**src/pidsc_pkg.sv**
```systemverilog
// ----------------------------------------------------------------------------
// PID sampled controller package
// Widths, constants, register indexes, control structs and the sequencer
// state type shared by the controller modules.
// ----------------------------------------------------------------------------
package pidsc_pkg;

  localparam int unsigned CfgAddrW = 5;
  localparam int unsigned CfgDataW = 32;

  localparam int unsigned FracW    = 8;
  localparam int unsigned ValW     = 16;
  localparam int unsigned ErrW     = 17;
  localparam int unsigned DiffW    = 18;
  localparam int unsigned AccW     = 26;
  localparam int unsigned AccSumW  = 50;
  localparam int unsigned DriveW   = 24;
  localparam int unsigned TimeW    = 32;
  localparam int unsigned PTermW   = 25;
  localparam int unsigned ITermW   = 24;
  localparam int unsigned SumW     = 38;

  // Shared multiplier operand and product widths.
  localparam int unsigned MulAW    = 26;
  localparam int unsigned MulBW    = 33;
  localparam int unsigned ProdW    = MulAW + MulBW;

  // Shared divider: signed dividend, unsigned divisor, two quotient bits a step.
  localparam int unsigned DivNW    = 36;
  localparam int unsigned DivDW    = 32;
  localparam int unsigned DivQW    = DivNW + 1;
  localparam int unsigned DivSteps = DivNW / 2;
  localparam int unsigned DivCntW  = $clog2(DivSteps);

  localparam logic signed [AccW-1:0]  IntegLimit   = 26'sd25600000;
  localparam logic signed [MulBW-1:0] DerivScale   = 33'sd1000;
  localparam logic [DivDW-1:0]        IntegDivisor = 32'd1000;

  localparam logic signed [15:0] GainPropRst  = 16'sd512;
  localparam logic signed [15:0] GainIntegRst = 16'sd128;
  localparam logic signed [15:0] GainDerivRst = 16'sd26;
  localparam logic [15:0]        PeriodRst    = 16'd100;
  localparam logic signed [23:0] FloorRst     = 24'sd0;
  localparam logic signed [23:0] CeilingRst   = 24'sd65280;

  typedef enum logic [2:0] {
    REG_GAIN_PROP  = 3'd0,
    REG_GAIN_INTEG = 3'd1,
    REG_GAIN_DERIV = 3'd2,
    REG_PERIOD     = 3'd3,
    REG_FLOOR      = 3'd4,
    REG_CEILING    = 3'd5
  } cfg_idx_t;

  typedef enum logic {
    OP_COMPUTE = 1'b0,
    OP_RESET   = 1'b1
  } opcode_t;

  typedef struct packed {
    logic signed [15:0] gain_prop;
    logic signed [15:0] gain_integ;
    logic signed [15:0] gain_deriv;
    logic [15:0]        sample_period_ms;
    logic signed [23:0] drive_floor;
    logic signed [23:0] drive_ceiling;
  } cfg_t;

  typedef struct packed {
    logic                    en;
    logic signed [MulAW-1:0] a;
    logic signed [MulBW-1:0] b;
  } mul_req_t;

  typedef struct packed {
    logic                    start;
    logic signed [DivNW-1:0] dividend;
    logic [DivDW-1:0]        divisor;
  } div_req_t;

  typedef enum logic [3:0] {
    ST_IDLE,
    ST_MUL_IE,
    ST_ACC,
    ST_MUL_I,
    ST_DIVI_GO,
    ST_DIVI_WAIT,
    ST_MUL_D,
    ST_DIVD_GO,
    ST_DIVD_WAIT,
    ST_SUM,
    ST_OUT
  } ctl_state_t;

endpackage

```
**src/pidsc_regs.sv**
```systemverilog
// ----------------------------------------------------------------------------
// PID sampled controller configuration registers
// APB-style register file holding the gains, sample period and drive clamps.
// ----------------------------------------------------------------------------
module pidsc_regs import pidsc_pkg::*; (
  input  logic                clk,
  input  logic                rst_n,
  input  logic                psel,
  input  logic                penable,
  input  logic                pwrite,
  input  logic [CfgAddrW-1:0] paddr,
  input  logic [CfgDataW-1:0] pwdata,
  output logic [CfgDataW-1:0] prdata,
  output logic                pready,
  output cfg_t                cfg
);

  cfg_t     cfg_r;
  cfg_t     cfg_nxt;
  cfg_idx_t idx;
  logic     wr_en;

  assign idx    = cfg_idx_t'(paddr[CfgAddrW-1:2]);
  assign pready = 1'b1;
  assign wr_en  = psel && penable && pwrite && pready;
  assign cfg    = cfg_r;

  always_comb begin
    cfg_nxt = cfg_r;
    if (wr_en) begin
      unique case (idx)
        REG_GAIN_PROP:  cfg_nxt.gain_prop        = pwdata[15:0];
        REG_GAIN_INTEG: cfg_nxt.gain_integ       = pwdata[15:0];
        REG_GAIN_DERIV: cfg_nxt.gain_deriv       = pwdata[15:0];
        REG_PERIOD:     cfg_nxt.sample_period_ms = pwdata[15:0];
        REG_FLOOR:      cfg_nxt.drive_floor      = pwdata[23:0];
        REG_CEILING:    cfg_nxt.drive_ceiling    = pwdata[23:0];
        default: ;
      endcase
    end
  end

  always_ff @(posedge clk) begin
    if (!rst_n) begin
      cfg_r.gain_prop        <= GainPropRst;
      cfg_r.gain_integ       <= GainIntegRst;
      cfg_r.gain_deriv       <= GainDerivRst;
      cfg_r.sample_period_ms <= PeriodRst;
      cfg_r.drive_floor      <= FloorRst;
      cfg_r.drive_ceiling    <= CeilingRst;
    end else begin
      cfg_r <= cfg_nxt;
    end
  end

  always_comb begin
    unique case (idx)
      REG_GAIN_PROP:  prdata = {{16{cfg_r.gain_prop[15]}}, cfg_r.gain_prop};
      REG_GAIN_INTEG: prdata = {{16{cfg_r.gain_integ[15]}}, cfg_r.gain_integ};
      REG_GAIN_DERIV: prdata = {{16{cfg_r.gain_deriv[15]}}, cfg_r.gain_deriv};
      REG_PERIOD:     prdata = {16'd0, cfg_r.sample_period_ms};
      REG_FLOOR:      prdata = {{8{cfg_r.drive_floor[23]}}, cfg_r.drive_floor};
      REG_CEILING:    prdata = {{8{cfg_r.drive_ceiling[23]}}, cfg_r.drive_ceiling};
      default:        prdata = '0;
    endcase
  end

endmodule

```
**src/pidsc_mul.sv**
```systemverilog
// ----------------------------------------------------------------------------
// PID sampled controller shared multiplier
// Signed multiplier with a registered product, used for every product term.
// ----------------------------------------------------------------------------
module pidsc_mul import pidsc_pkg::*; (
  input  logic                    clk,
  input  mul_req_t                req,
  output logic signed [ProdW-1:0] prod
);

  logic signed [ProdW-1:0] prod_r;

  always_ff @(posedge clk) begin
    if (req.en) begin
      prod_r <= ProdW'(req.a * req.b);
    end
  end

  assign prod = prod_r;

endmodule

```
**src/pidsc_div.sv**
```systemverilog
// ----------------------------------------------------------------------------
// PID sampled controller shared divider
// Radix-4 restoring divider giving the floor quotient of a signed dividend
// by an unsigned nonzero divisor, two quotient bits per cycle.
// ----------------------------------------------------------------------------
module pidsc_div import pidsc_pkg::*; (
  input  logic                    clk,
  input  logic                    rst_n,
  input  div_req_t                req,
  output logic                    done,
  output logic signed [DivQW-1:0] quotient
);

  logic               active_r;
  logic               done_r;
  logic [DivCntW-1:0] cnt_r;
  logic               neg_r;
  logic [DivDW-1:0]   div_r;
  logic [DivDW-1:0]   rem_r;
  logic [DivNW-1:0]   quo_r;

  logic [DivNW-1:0]   mag;
  logic [DivDW:0]     t1;
  logic [DivDW:0]     t1_sub;
  logic               b1;
  logic [DivDW-1:0]   r1;
  logic [DivDW:0]     t2;
  logic [DivDW:0]     t2_sub;
  logic               b2;
  logic [DivDW-1:0]   r2;
  logic               rnd;
  logic [DivQW-1:0]   q_mag;

  assign mag = req.dividend[DivNW-1] ? DivNW'(~req.dividend + 1'b1)
                                     : DivNW'(req.dividend);

  // Two restoring steps per cycle; the remainder always stays below the divisor.
  assign t1     = {rem_r, quo_r[DivNW-1]};
  assign t1_sub = t1 - {1'b0, div_r};
  assign b1     = (t1 >= {1'b0, div_r});
  assign r1     = b1 ? t1_sub[DivDW-1:0] : t1[DivDW-1:0];
  assign t2     = {r1, quo_r[DivNW-2]};
  assign t2_sub = t2 - {1'b0, div_r};
  assign b2     = (t2 >= {1'b0, div_r});
  assign r2     = b2 ? t2_sub[DivDW-1:0] : t2[DivDW-1:0];

  always_ff @(posedge clk) begin
    if (!rst_n) begin
      active_r <= 1'b0;
      done_r   <= 1'b0;
      cnt_r    <= '0;
    end else begin
      done_r <= 1'b0;
      if (req.start) begin
        active_r <= 1'b1;
        cnt_r    <= DivCntW'(DivSteps - 1);
      end else if (active_r) begin
        if (cnt_r == '0) begin
          active_r <= 1'b0;
          done_r   <= 1'b1;
        end else begin
          cnt_r <= cnt_r - 1'b1;
        end
      end
    end
  end

  always_ff @(posedge clk) begin
    if (req.start) begin
      neg_r <= req.dividend[DivNW-1];
      div_r <= req.divisor;
      rem_r <= '0;
      quo_r <= mag;
    end else if (active_r) begin
      rem_r <= r2;
      quo_r <= {quo_r[DivNW-3:0], b1, b2};
    end
  end

  // Negative dividends round toward minus infinity.
  assign rnd      = (rem_r != '0);
  assign q_mag    = {1'b0, quo_r} + {{(DivQW-1){1'b0}}, rnd};
  assign quotient = neg_r ? DivQW'(~q_mag + 1'b1) : DivQW'({1'b0, quo_r});
  assign done     = done_r;

endmodule

```
**src/pid_sampled_controller.sv**
```systemverilog
// ----------------------------------------------------------------------------
// PID sampled controller
// Sample-gated fixed-point PID controller with a clamped integral, built
// around one shared multiplier and one shared divider under a sequencer.
// ----------------------------------------------------------------------------
// Each input transfer is a compute request or a controller reset, selected by
// in_tuser. A reset clears the integral, the previous error and the held drive,
// stamps the time and returns drive 0 with updated low. A compute request whose
// timestamp is less than sample_period_ms after the last update returns the
// held drive with updated low; both of these go from the idle state straight to
// the output state. A full update runs the multiplier for error times elapsed
// time, the proportional, integral and derivative products, and the divider
// twice (integral scaling by 1000 and the derivative division by elapsed time),
// each division giving two quotient bits per cycle; with zero elapsed time the
// derivative division is skipped and the derivative term is zero. in_tready is
// low while an item is being worked on. A finished result sits in the output
// register, so the next transfer can be taken while the previous result waits
// for out_tready. Values and gains are signed Q8.8, drive and its clamps signed
// Q16.8; each term is floored on its own before the clamped sum.
// ----------------------------------------------------------------------------
module pid_sampled_controller import pidsc_pkg::*; (
  input  logic                clk,
  input  logic                rst_n,
  // Input channel.
  input  logic                in_tvalid,
  output logic                in_tready,
  input  logic [63:0]         in_tdata,    // target_value[15:0], measured_value[31:16],
                                           // time_ms[63:32]
  input  logic                in_tuser,    // opcode[0]: 0 compute, 1 reset
  // Result channel.
  output logic                out_tvalid,
  input  logic                out_tready,
  output logic [23:0]         out_tdata,   // drive[23:0]
  output logic                out_tuser,   // updated[0]
  // Configuration port.
  input  logic                cfg_psel,
  input  logic                cfg_penable,
  input  logic                cfg_pwrite,
  input  logic [CfgAddrW-1:0] cfg_paddr,
  input  logic [CfgDataW-1:0] cfg_pwdata,
  output logic [CfgDataW-1:0] cfg_prdata,
  output logic                cfg_pready
);

  cfg_t       cfg;
  mul_req_t   mul_req;
  div_req_t   div_req;
  logic signed [ProdW-1:0] prod;
  logic                    div_done;
  logic signed [DivQW-1:0] div_quo;

  ctl_state_t state_r;
  ctl_state_t state_nxt;

  // Controller state.
  logic signed [AccW-1:0]   integ_r;
  logic signed [ErrW-1:0]   prev_err_r;
  logic signed [DriveW-1:0] held_r;
  logic [TimeW-1:0]         last_ms_r;

  // Per-item working registers.
  logic signed [ErrW-1:0]   err_r;
  logic [TimeW-1:0]         elapsed_r;
  logic [TimeW-1:0]         now_r;
  logic signed [PTermW-1:0] p_r;
  logic signed [ITermW-1:0] i_r;
  logic signed [DivQW-1:0]  d_r;
  logic [DriveW-1:0]        res_drive_r;
  logic                     res_upd_r;

  // Output register.
  logic                     out_tvalid_r;
  logic [DriveW-1:0]        out_tdata_r;
  logic                     out_tuser_r;

  logic [TimeW-1:0]         in_time;
  logic [TimeW-1:0]         elapsed_c;
  logic                     held_c;
  logic signed [ErrW-1:0]   err_c;
  logic signed [DiffW-1:0]  diff;
  logic signed [AccSumW-1:0] acc_sum;
  logic signed [AccW-1:0]   acc_clamped;
  logic signed [SumW-1:0]   sum;
  logic signed [SumW-1:0]   floor_x;
  logic signed [SumW-1:0]   ceil_x;
  logic signed [DriveW-1:0] sum_clamped;
  logic                     slot_free;
  logic                     in_take;

  pidsc_regs u_regs (
    .clk     (clk),
    .rst_n   (rst_n),
    .psel    (cfg_psel),
    .penable (cfg_penable),
    .pwrite  (cfg_pwrite),
    .paddr   (cfg_paddr),
    .pwdata  (cfg_pwdata),
    .prdata  (cfg_prdata),
    .pready  (cfg_pready),
    .cfg     (cfg)
  );

  pidsc_mul u_mul (
    .clk  (clk),
    .req  (mul_req),
    .prod (prod)
  );

  pidsc_div u_div (
    .clk      (clk),
    .rst_n    (rst_n),
    .req      (div_req),
    .done     (div_done),
    .quotient (div_quo)
  );

  // Gate check and error are formed straight from the input transfer.
  assign in_time   = in_tdata[63:32];
  assign elapsed_c = in_time - last_ms_r;
  assign held_c    = (elapsed_c < {16'd0, cfg.sample_period_ms});
  assign err_c     = {in_tdata[15], in_tdata[15:0]} - {in_tdata[31], in_tdata[31:16]};
  assign diff      = {err_r[ErrW-1], err_r} - {prev_err_r[ErrW-1], prev_err_r};
  assign in_take   = in_tvalid && in_tready;
  assign slot_free = !out_tvalid_r || out_tready;

  // Integral: add error times elapsed milliseconds and clamp to +-100 V*s.
  assign acc_sum = {{(AccSumW-AccW){integ_r[AccW-1]}}, integ_r} + prod[AccSumW-1:0];
  always_comb begin
    priority if (acc_sum > AccSumW'(IntegLimit)) begin
      acc_clamped = IntegLimit;
    end else if (acc_sum < -AccSumW'(IntegLimit)) begin
      acc_clamped = -IntegLimit;
    end else begin
      acc_clamped = acc_sum[AccW-1:0];
    end
  end

  // Output clamp; the floor wins when the limits cross.
  assign sum = {{(SumW-PTermW){p_r[PTermW-1]}}, p_r}
             + {{(SumW-ITermW){i_r[ITermW-1]}}, i_r}
             + {{(SumW-DivQW){d_r[DivQW-1]}}, d_r};
  assign floor_x = {{(SumW-DriveW){cfg.drive_floor[DriveW-1]}}, cfg.drive_floor};
  assign ceil_x  = {{(SumW-DriveW){cfg.drive_ceiling[DriveW-1]}}, cfg.drive_ceiling};
  always_comb begin
    priority if (sum < floor_x) begin
      sum_clamped = cfg.drive_floor;
    end else if (sum > ceil_x) begin
      sum_clamped = cfg.drive_ceiling;
    end else begin
      sum_clamped = sum[DriveW-1:0];
    end
  end

  // Sequencer next state.
  always_comb begin
    state_nxt = state_r;
    unique case (state_r)
      ST_IDLE: begin
        if (in_tvalid) begin
          if (in_tuser == OP_RESET || held_c) begin
            state_nxt = ST_OUT;
          end else begin
            state_nxt = ST_MUL_IE;
          end
        end
      end
      ST_MUL_IE:    state_nxt = ST_ACC;
      ST_ACC:       state_nxt = ST_MUL_I;
      ST_MUL_I:     state_nxt = ST_DIVI_GO;
      ST_DIVI_GO:   state_nxt = ST_DIVI_WAIT;
      ST_DIVI_WAIT: if (div_done) state_nxt = ST_MUL_D;
      ST_MUL_D:     state_nxt = ST_DIVD_GO;
      ST_DIVD_GO: begin
        if (elapsed_r == '0) begin
          state_nxt = ST_SUM;
        end else begin
          state_nxt = ST_DIVD_WAIT;
        end
      end
      ST_DIVD_WAIT: if (div_done) state_nxt = ST_SUM;
      ST_SUM:       state_nxt = ST_OUT;
      ST_OUT:       if (slot_free) state_nxt = ST_IDLE;
      default:      state_nxt = ST_IDLE;
    endcase
  end

  // Sequencer outputs: operand steering for the shared units.
  always_comb begin
    in_tready        = 1'b0;
    mul_req.en       = 1'b0;
    mul_req.a        = '0;
    mul_req.b        = '0;
    div_req.start    = 1'b0;
    div_req.dividend = prod[DivNW+FracW-1:FracW];
    div_req.divisor  = IntegDivisor;
    unique case (state_r)
      ST_IDLE: in_tready = 1'b1;
      ST_MUL_IE: begin
        mul_req.en = 1'b1;
        mul_req.a  = {{(MulAW-ErrW){err_r[ErrW-1]}}, err_r};
        mul_req.b  = {1'b0, elapsed_r};
      end
      ST_ACC: begin
        mul_req.en = 1'b1;
        mul_req.a  = {{(MulAW-ValW){cfg.gain_prop[ValW-1]}}, cfg.gain_prop};
        mul_req.b  = {{(MulBW-ErrW){err_r[ErrW-1]}}, err_r};
      end
      ST_MUL_I: begin
        mul_req.en = 1'b1;
        mul_req.a  = {{(MulAW-ValW){cfg.gain_integ[ValW-1]}}, cfg.gain_integ};
        mul_req.b  = {{(MulBW-AccW){integ_r[AccW-1]}}, integ_r};
      end
      ST_DIVI_GO: begin
        div_req.start = 1'b1;
        mul_req.en    = 1'b1;
        mul_req.a     = {{(MulAW-ValW){cfg.gain_deriv[ValW-1]}}, cfg.gain_deriv};
        mul_req.b     = DerivScale;
      end
      ST_MUL_D: begin
        mul_req.en = 1'b1;
        mul_req.a  = prod[MulAW-1:0];
        mul_req.b  = {{(MulBW-DiffW){diff[DiffW-1]}}, diff};
      end
      ST_DIVD_GO: begin
        div_req.start   = (elapsed_r != '0);
        div_req.divisor = elapsed_r;
      end
      default: ;
    endcase
  end

  // Control and controller state.
  always_ff @(posedge clk) begin
    if (!rst_n) begin
      state_r      <= ST_IDLE;
      out_tvalid_r <= 1'b0;
      integ_r      <= '0;
      prev_err_r   <= '0;
      held_r       <= '0;
      last_ms_r    <= '0;
    end else begin
      state_r <= state_nxt;
      if (state_r == ST_OUT && slot_free) begin
        out_tvalid_r <= 1'b1;
      end else if (out_tready) begin
        out_tvalid_r <= 1'b0;
      end
      if (in_take && in_tuser == OP_RESET) begin
        integ_r    <= '0;
        prev_err_r <= '0;
        held_r     <= '0;
        last_ms_r  <= in_time;
      end
      if (state_r == ST_ACC) begin
        integ_r <= acc_clamped;
      end
      if (state_r == ST_SUM) begin
        held_r     <= sum_clamped;
        prev_err_r <= err_r;
        last_ms_r  <= now_r;
      end
    end
  end

  // Working registers and output payload.
  always_ff @(posedge clk) begin
    if (in_take) begin
      err_r     <= err_c;
      elapsed_r <= elapsed_c;
      now_r     <= in_time;
      res_upd_r <= 1'b0;
      if (in_tuser == OP_RESET) begin
        res_drive_r <= '0;
      end else begin
        res_drive_r <= held_r;
      end
    end
    if (state_r == ST_MUL_I) begin
      p_r <= prod[PTermW+FracW-1:FracW];
    end
    if (state_r == ST_DIVI_WAIT && div_done) begin
      i_r <= div_quo[ITermW-1:0];
    end
    if (state_r == ST_DIVD_GO && elapsed_r == '0) begin
      d_r <= '0;
    end
    if (state_r == ST_DIVD_WAIT && div_done) begin
      d_r <= div_quo;
    end
    if (state_r == ST_SUM) begin
      res_drive_r <= sum_clamped;
      res_upd_r   <= 1'b1;
    end
    if (state_r == ST_OUT && slot_free) begin
      out_tdata_r <= res_drive_r;
      out_tuser_r <= res_upd_r;
    end
  end

  assign out_tvalid = out_tvalid_r;
  assign out_tdata  = out_tdata_r;
  assign out_tuser  = out_tuser_r;

endmodule

```
**config.mk**
```make
export PLATFORM = sky130hd
export DESIGN_NAME = pid_sampled_controller
export DESIGN_NICKNAME = d
export VERILOG_FILES = /design/src/pidsc_pkg.sv /design/src/pidsc_regs.sv /design/src/pidsc_mul.sv /design/src/pidsc_div.sv /design/src/pid_sampled_controller.sv
export SDC_FILE = /design/constraint.sdc
export NUM_CORES = 2
export LEC_CHECK = 0
export ABC_AREA = 1
export BUFFER_PORTS_ARGS = -buffer_cell sky130_fd_sc_hd__buf_2
export CAP_MARGIN = 20
export CORE_ASPECT_RATIO = 0.5
export CORE_MARGIN = 2
export CORE_UTILIZATION = 26
export DETAILED_ROUTE_END_ITERATION = 10
export HOLD_SLACK_MARGIN = 0.06
export SLEW_MARGIN = 10
export SYNTH_ARGS = -nofsm -noshare
export SYNTH_HDL_FRONTEND = slang
export SYNTH_SLANG_ARGS = --single-unit
export TNS_END_PERCENT = 10
```
**constraint.sdc**
```tcl
create_clock -name clk -period 16.65 [get_ports clk]
set_clock_uncertainty 0.1 [all_clocks]
set_input_delay 2.4975 -clock clk [delete_from_list [all_inputs] [get_ports clk]]
set_output_delay 2.4975 -clock clk [all_outputs]
set_load 0.1 [all_outputs]
```
==> run metrics <==
status=finished clean; cell count after synthesis=approximately 9000; critical path's top delay family=adder cells; RSZ-0062 raised after global routing=false; Hold Buf Count CTS=0; H-tree depth=3; total power after layout=0.00881 W; fin. max-slew vios=0; relative slew slack=15.9%; root buffer cell=clkbuf_16; Total GRT Usage=approximately 18%; worst hold path class=reg2reg; crit end category=register; vias in the first global route=about 61000; fmax=~93 MHz; cts bufs inserted=70; Residual DRC=0; EDFF count, synth=approximately 340; Critical path buffers and inverters=8; total grt overflow=0; drt pass-1 iters=8; Die ar.=~0.27 mm²; part of the cycle the worst path needs=64.7%; # setup viols final=0; Post-CTS Setup Bufs=0; slowest CP cell=inv_1; most common cell in the netlist=nand2_1; final hold viol count=0; CP Class=reg2reg; Mapped Area=0.0702 mm²; Layout area overhead=10.6%; Sw Ratio=roughly half; Post-Route WL=approximately 250000 µm; Final TNS setup=0 ns; cts repair resizes=0; GPL Wtd Cong=between 1 and 1.5; Initial Utilization=between 20% and 30%; switching power=between 0.004 and 0.005 W; Avg WL per Cell=around 19 µm; Primary FF master, synth=edfxtp_1; Flop pwr share=25.6%; Avg Cell Area, Syn=7.58 µm²; clk buf depth=3; Worst Setup Start Kind=register; ANT nets after route=0; clock latency on the worst-skew pair=0.68 ns; dpl ws=6.23 ns; sequential cell area=0.0152 mm²; layout cells sized above 1=5.33%; peak supply drop=about 0.067 mV; Setup WS post-layout=5.88 ns; clock sink count=591; post-route minimum period=10.77 ns; Rows=around 130; Yosys cell types=just over 70; Logic pwr share=a little under three fifths; Static Leak=~37 nW; WP data arrival=11.01 ns; Tightest Pin Transition=roughly 1.3 ns; area of the multi-input gates=~0.047 mm²; Worst EP required=16.89 ns; FF+latch count, synth=roughly 590; Vias=slightly above 60000; largest net degree at the start of global routing=roughly 110; Pint=around 0.0043 W; power per cell area=113 mW/mm²; fillcell total=approximately 29000; max-cap violations=0; Area contributors post-synth=fa_1 23%, edfxtp_1 14%, nand2_1 12%; CTS clock-pin slew for the worst setup and hold paths=about 0.060 ns; # IOs=169; Yosys top cell area share=23.3%; Largest stage delay, worst path=between 0.9 and 1 ns; PortBufs=157; Post-layout nets=10700; Die Height=between 300 and 400 µm; Syn. warnings=0; Post-Syn Nets=around 11000; Core ar.=0.268 mm²; Seq/Total Area, Yosys=between 20% and 30%; Crit Path Max Fanout=24; TritonCTS clock tree=yes; initial antenna violation count=22; 1st-iter DRT viols=between 5000 and 6000; chip width=between 700 and 800 µm; Final HPWL DP=198000 µm; top post-synthesis cells by count=2218 x nand2_1, 1902 x inv_1, 817 x fa_1; first-pass GRT wire length=about 380000 µm; Async S/R FF share, synth=0%; Clk pwr share=between 10% and 20%; Yosys top cell by area=fa_1; Via-to-Cell Ratio=roughly 4.8
[path summary, 6_finish.rpt]
path / slack (ns) / cells past startpoint / from / end
hold reg to reg: 0.32 / 0 / res_drive_r[21]$_DFFE_PP_ / out_tdata[21]$_DFFE_PP_
setup reg to reg: 5.88 / 33 / state_r[0]$_SDFFE_PN0P_ / u_mul.prod[48]$_DFFE_PN_
hold / removal: 0.32 / 0 / res_drive_r[21]$_DFFE_PP_ / out_tdata[21]$_DFFE_PP_
setup / recovery: 5.88 / 33 / state_r[0]$_SDFFE_PN0P_ / u_mul.prod[48]$_DFFE_PN_
[routing by layer]
metal	routed length (µm)	vias up	global-route usage [%]
met1	103000	29900	22.8
met4	15500	6	9.97
li1	-	29000	-
met5	38	-	0
met3	20900	549	3.11
met2	109000	2420	28.8
[layout make-up]
cell class                 instances  share of cell area [%]
inverter                        1950                    9.43
timing repair buffer             255                    1.96
multi-input combinational       6433                    60.1
antenna                           12                  0.0387
clock inverter                    44                   0.702
tap                             3604                    5.81
sequential                       591                    19.6
clock buffer                      84                    2.40
[stage by stage]
step	hold WS [ns]	std cells	utilization (%)	instance area [µm²]
after global placement	0.304	12800	28.1	75200
final	0.317	13000	29.0	77700
after CTS	0.319	13000	29.0	77600
after floorplan	0.300	9258	-	70200
after global routing	0.324	13000	29.0	77700
after detailed placement	0.305	12800	28.1	75200
[logic make-up (layout without fill, tap and decap cells)]
kind of cell               count (synthesis)  after routing  share of synthesized area [%]
adders and majority gates               1276           1276                           31.5
buffers and inverters                   2234           2333                           12.1
AOI/OAI and AO/OA                       1267           1267                           10.1
and+or+nand+nor                         3601           3601                           21.0
xor gates and xnor gates                 288            288                           3.68
other                                      1             13                        0.00534
DFF                                      591            591                           21.6
[registers in the layout (all words and copies together) (netlist names), 4 cells and up]
register / flops
d_r: 37
res_drive_r: 24
p_r: 25
err_r: 17
u_div.cnt_r: 5
u_regs.cfg: 112
elapsed_r: 32
last_ms_r: 32
held_r: 24
u_mul.prod: 50
now_r: 32
prev_err_r: 17
u_div.rem_r: 32
u_div.div_r: 32
u_div.quo_r: 36
integ_r: 26
i_r: 24
state_r: 4
out_tdata: 24
[placed cells by master (no fill, tap or decap), drive strengths merged, types with 102 or more instances in the layout]
cell	instances
a21oi	569
buf	255
dfxtp	256
edfxtp	335
fa	817
ha	459
inv	1926
nand2	2228
nand3	310
nor2	793
o21ai	391
xnor2	102
xor2	186
[power by group through the flow]
stage	Sequential, W	Combinational [W]	Clock, W
3_5_place_dp	0.00227	0.00483	0
4_1_cts	0.00224	0.00486	0.00165
2_1_floorplan	0.00210	0.00318	0
6_report	0.00225	0.00493	0.00163
5_1_grt	0.00227	0.00541	0.00171
3_3_place_gp	0.00227	0.00479	0
Power figures use the tool's default switching activity.
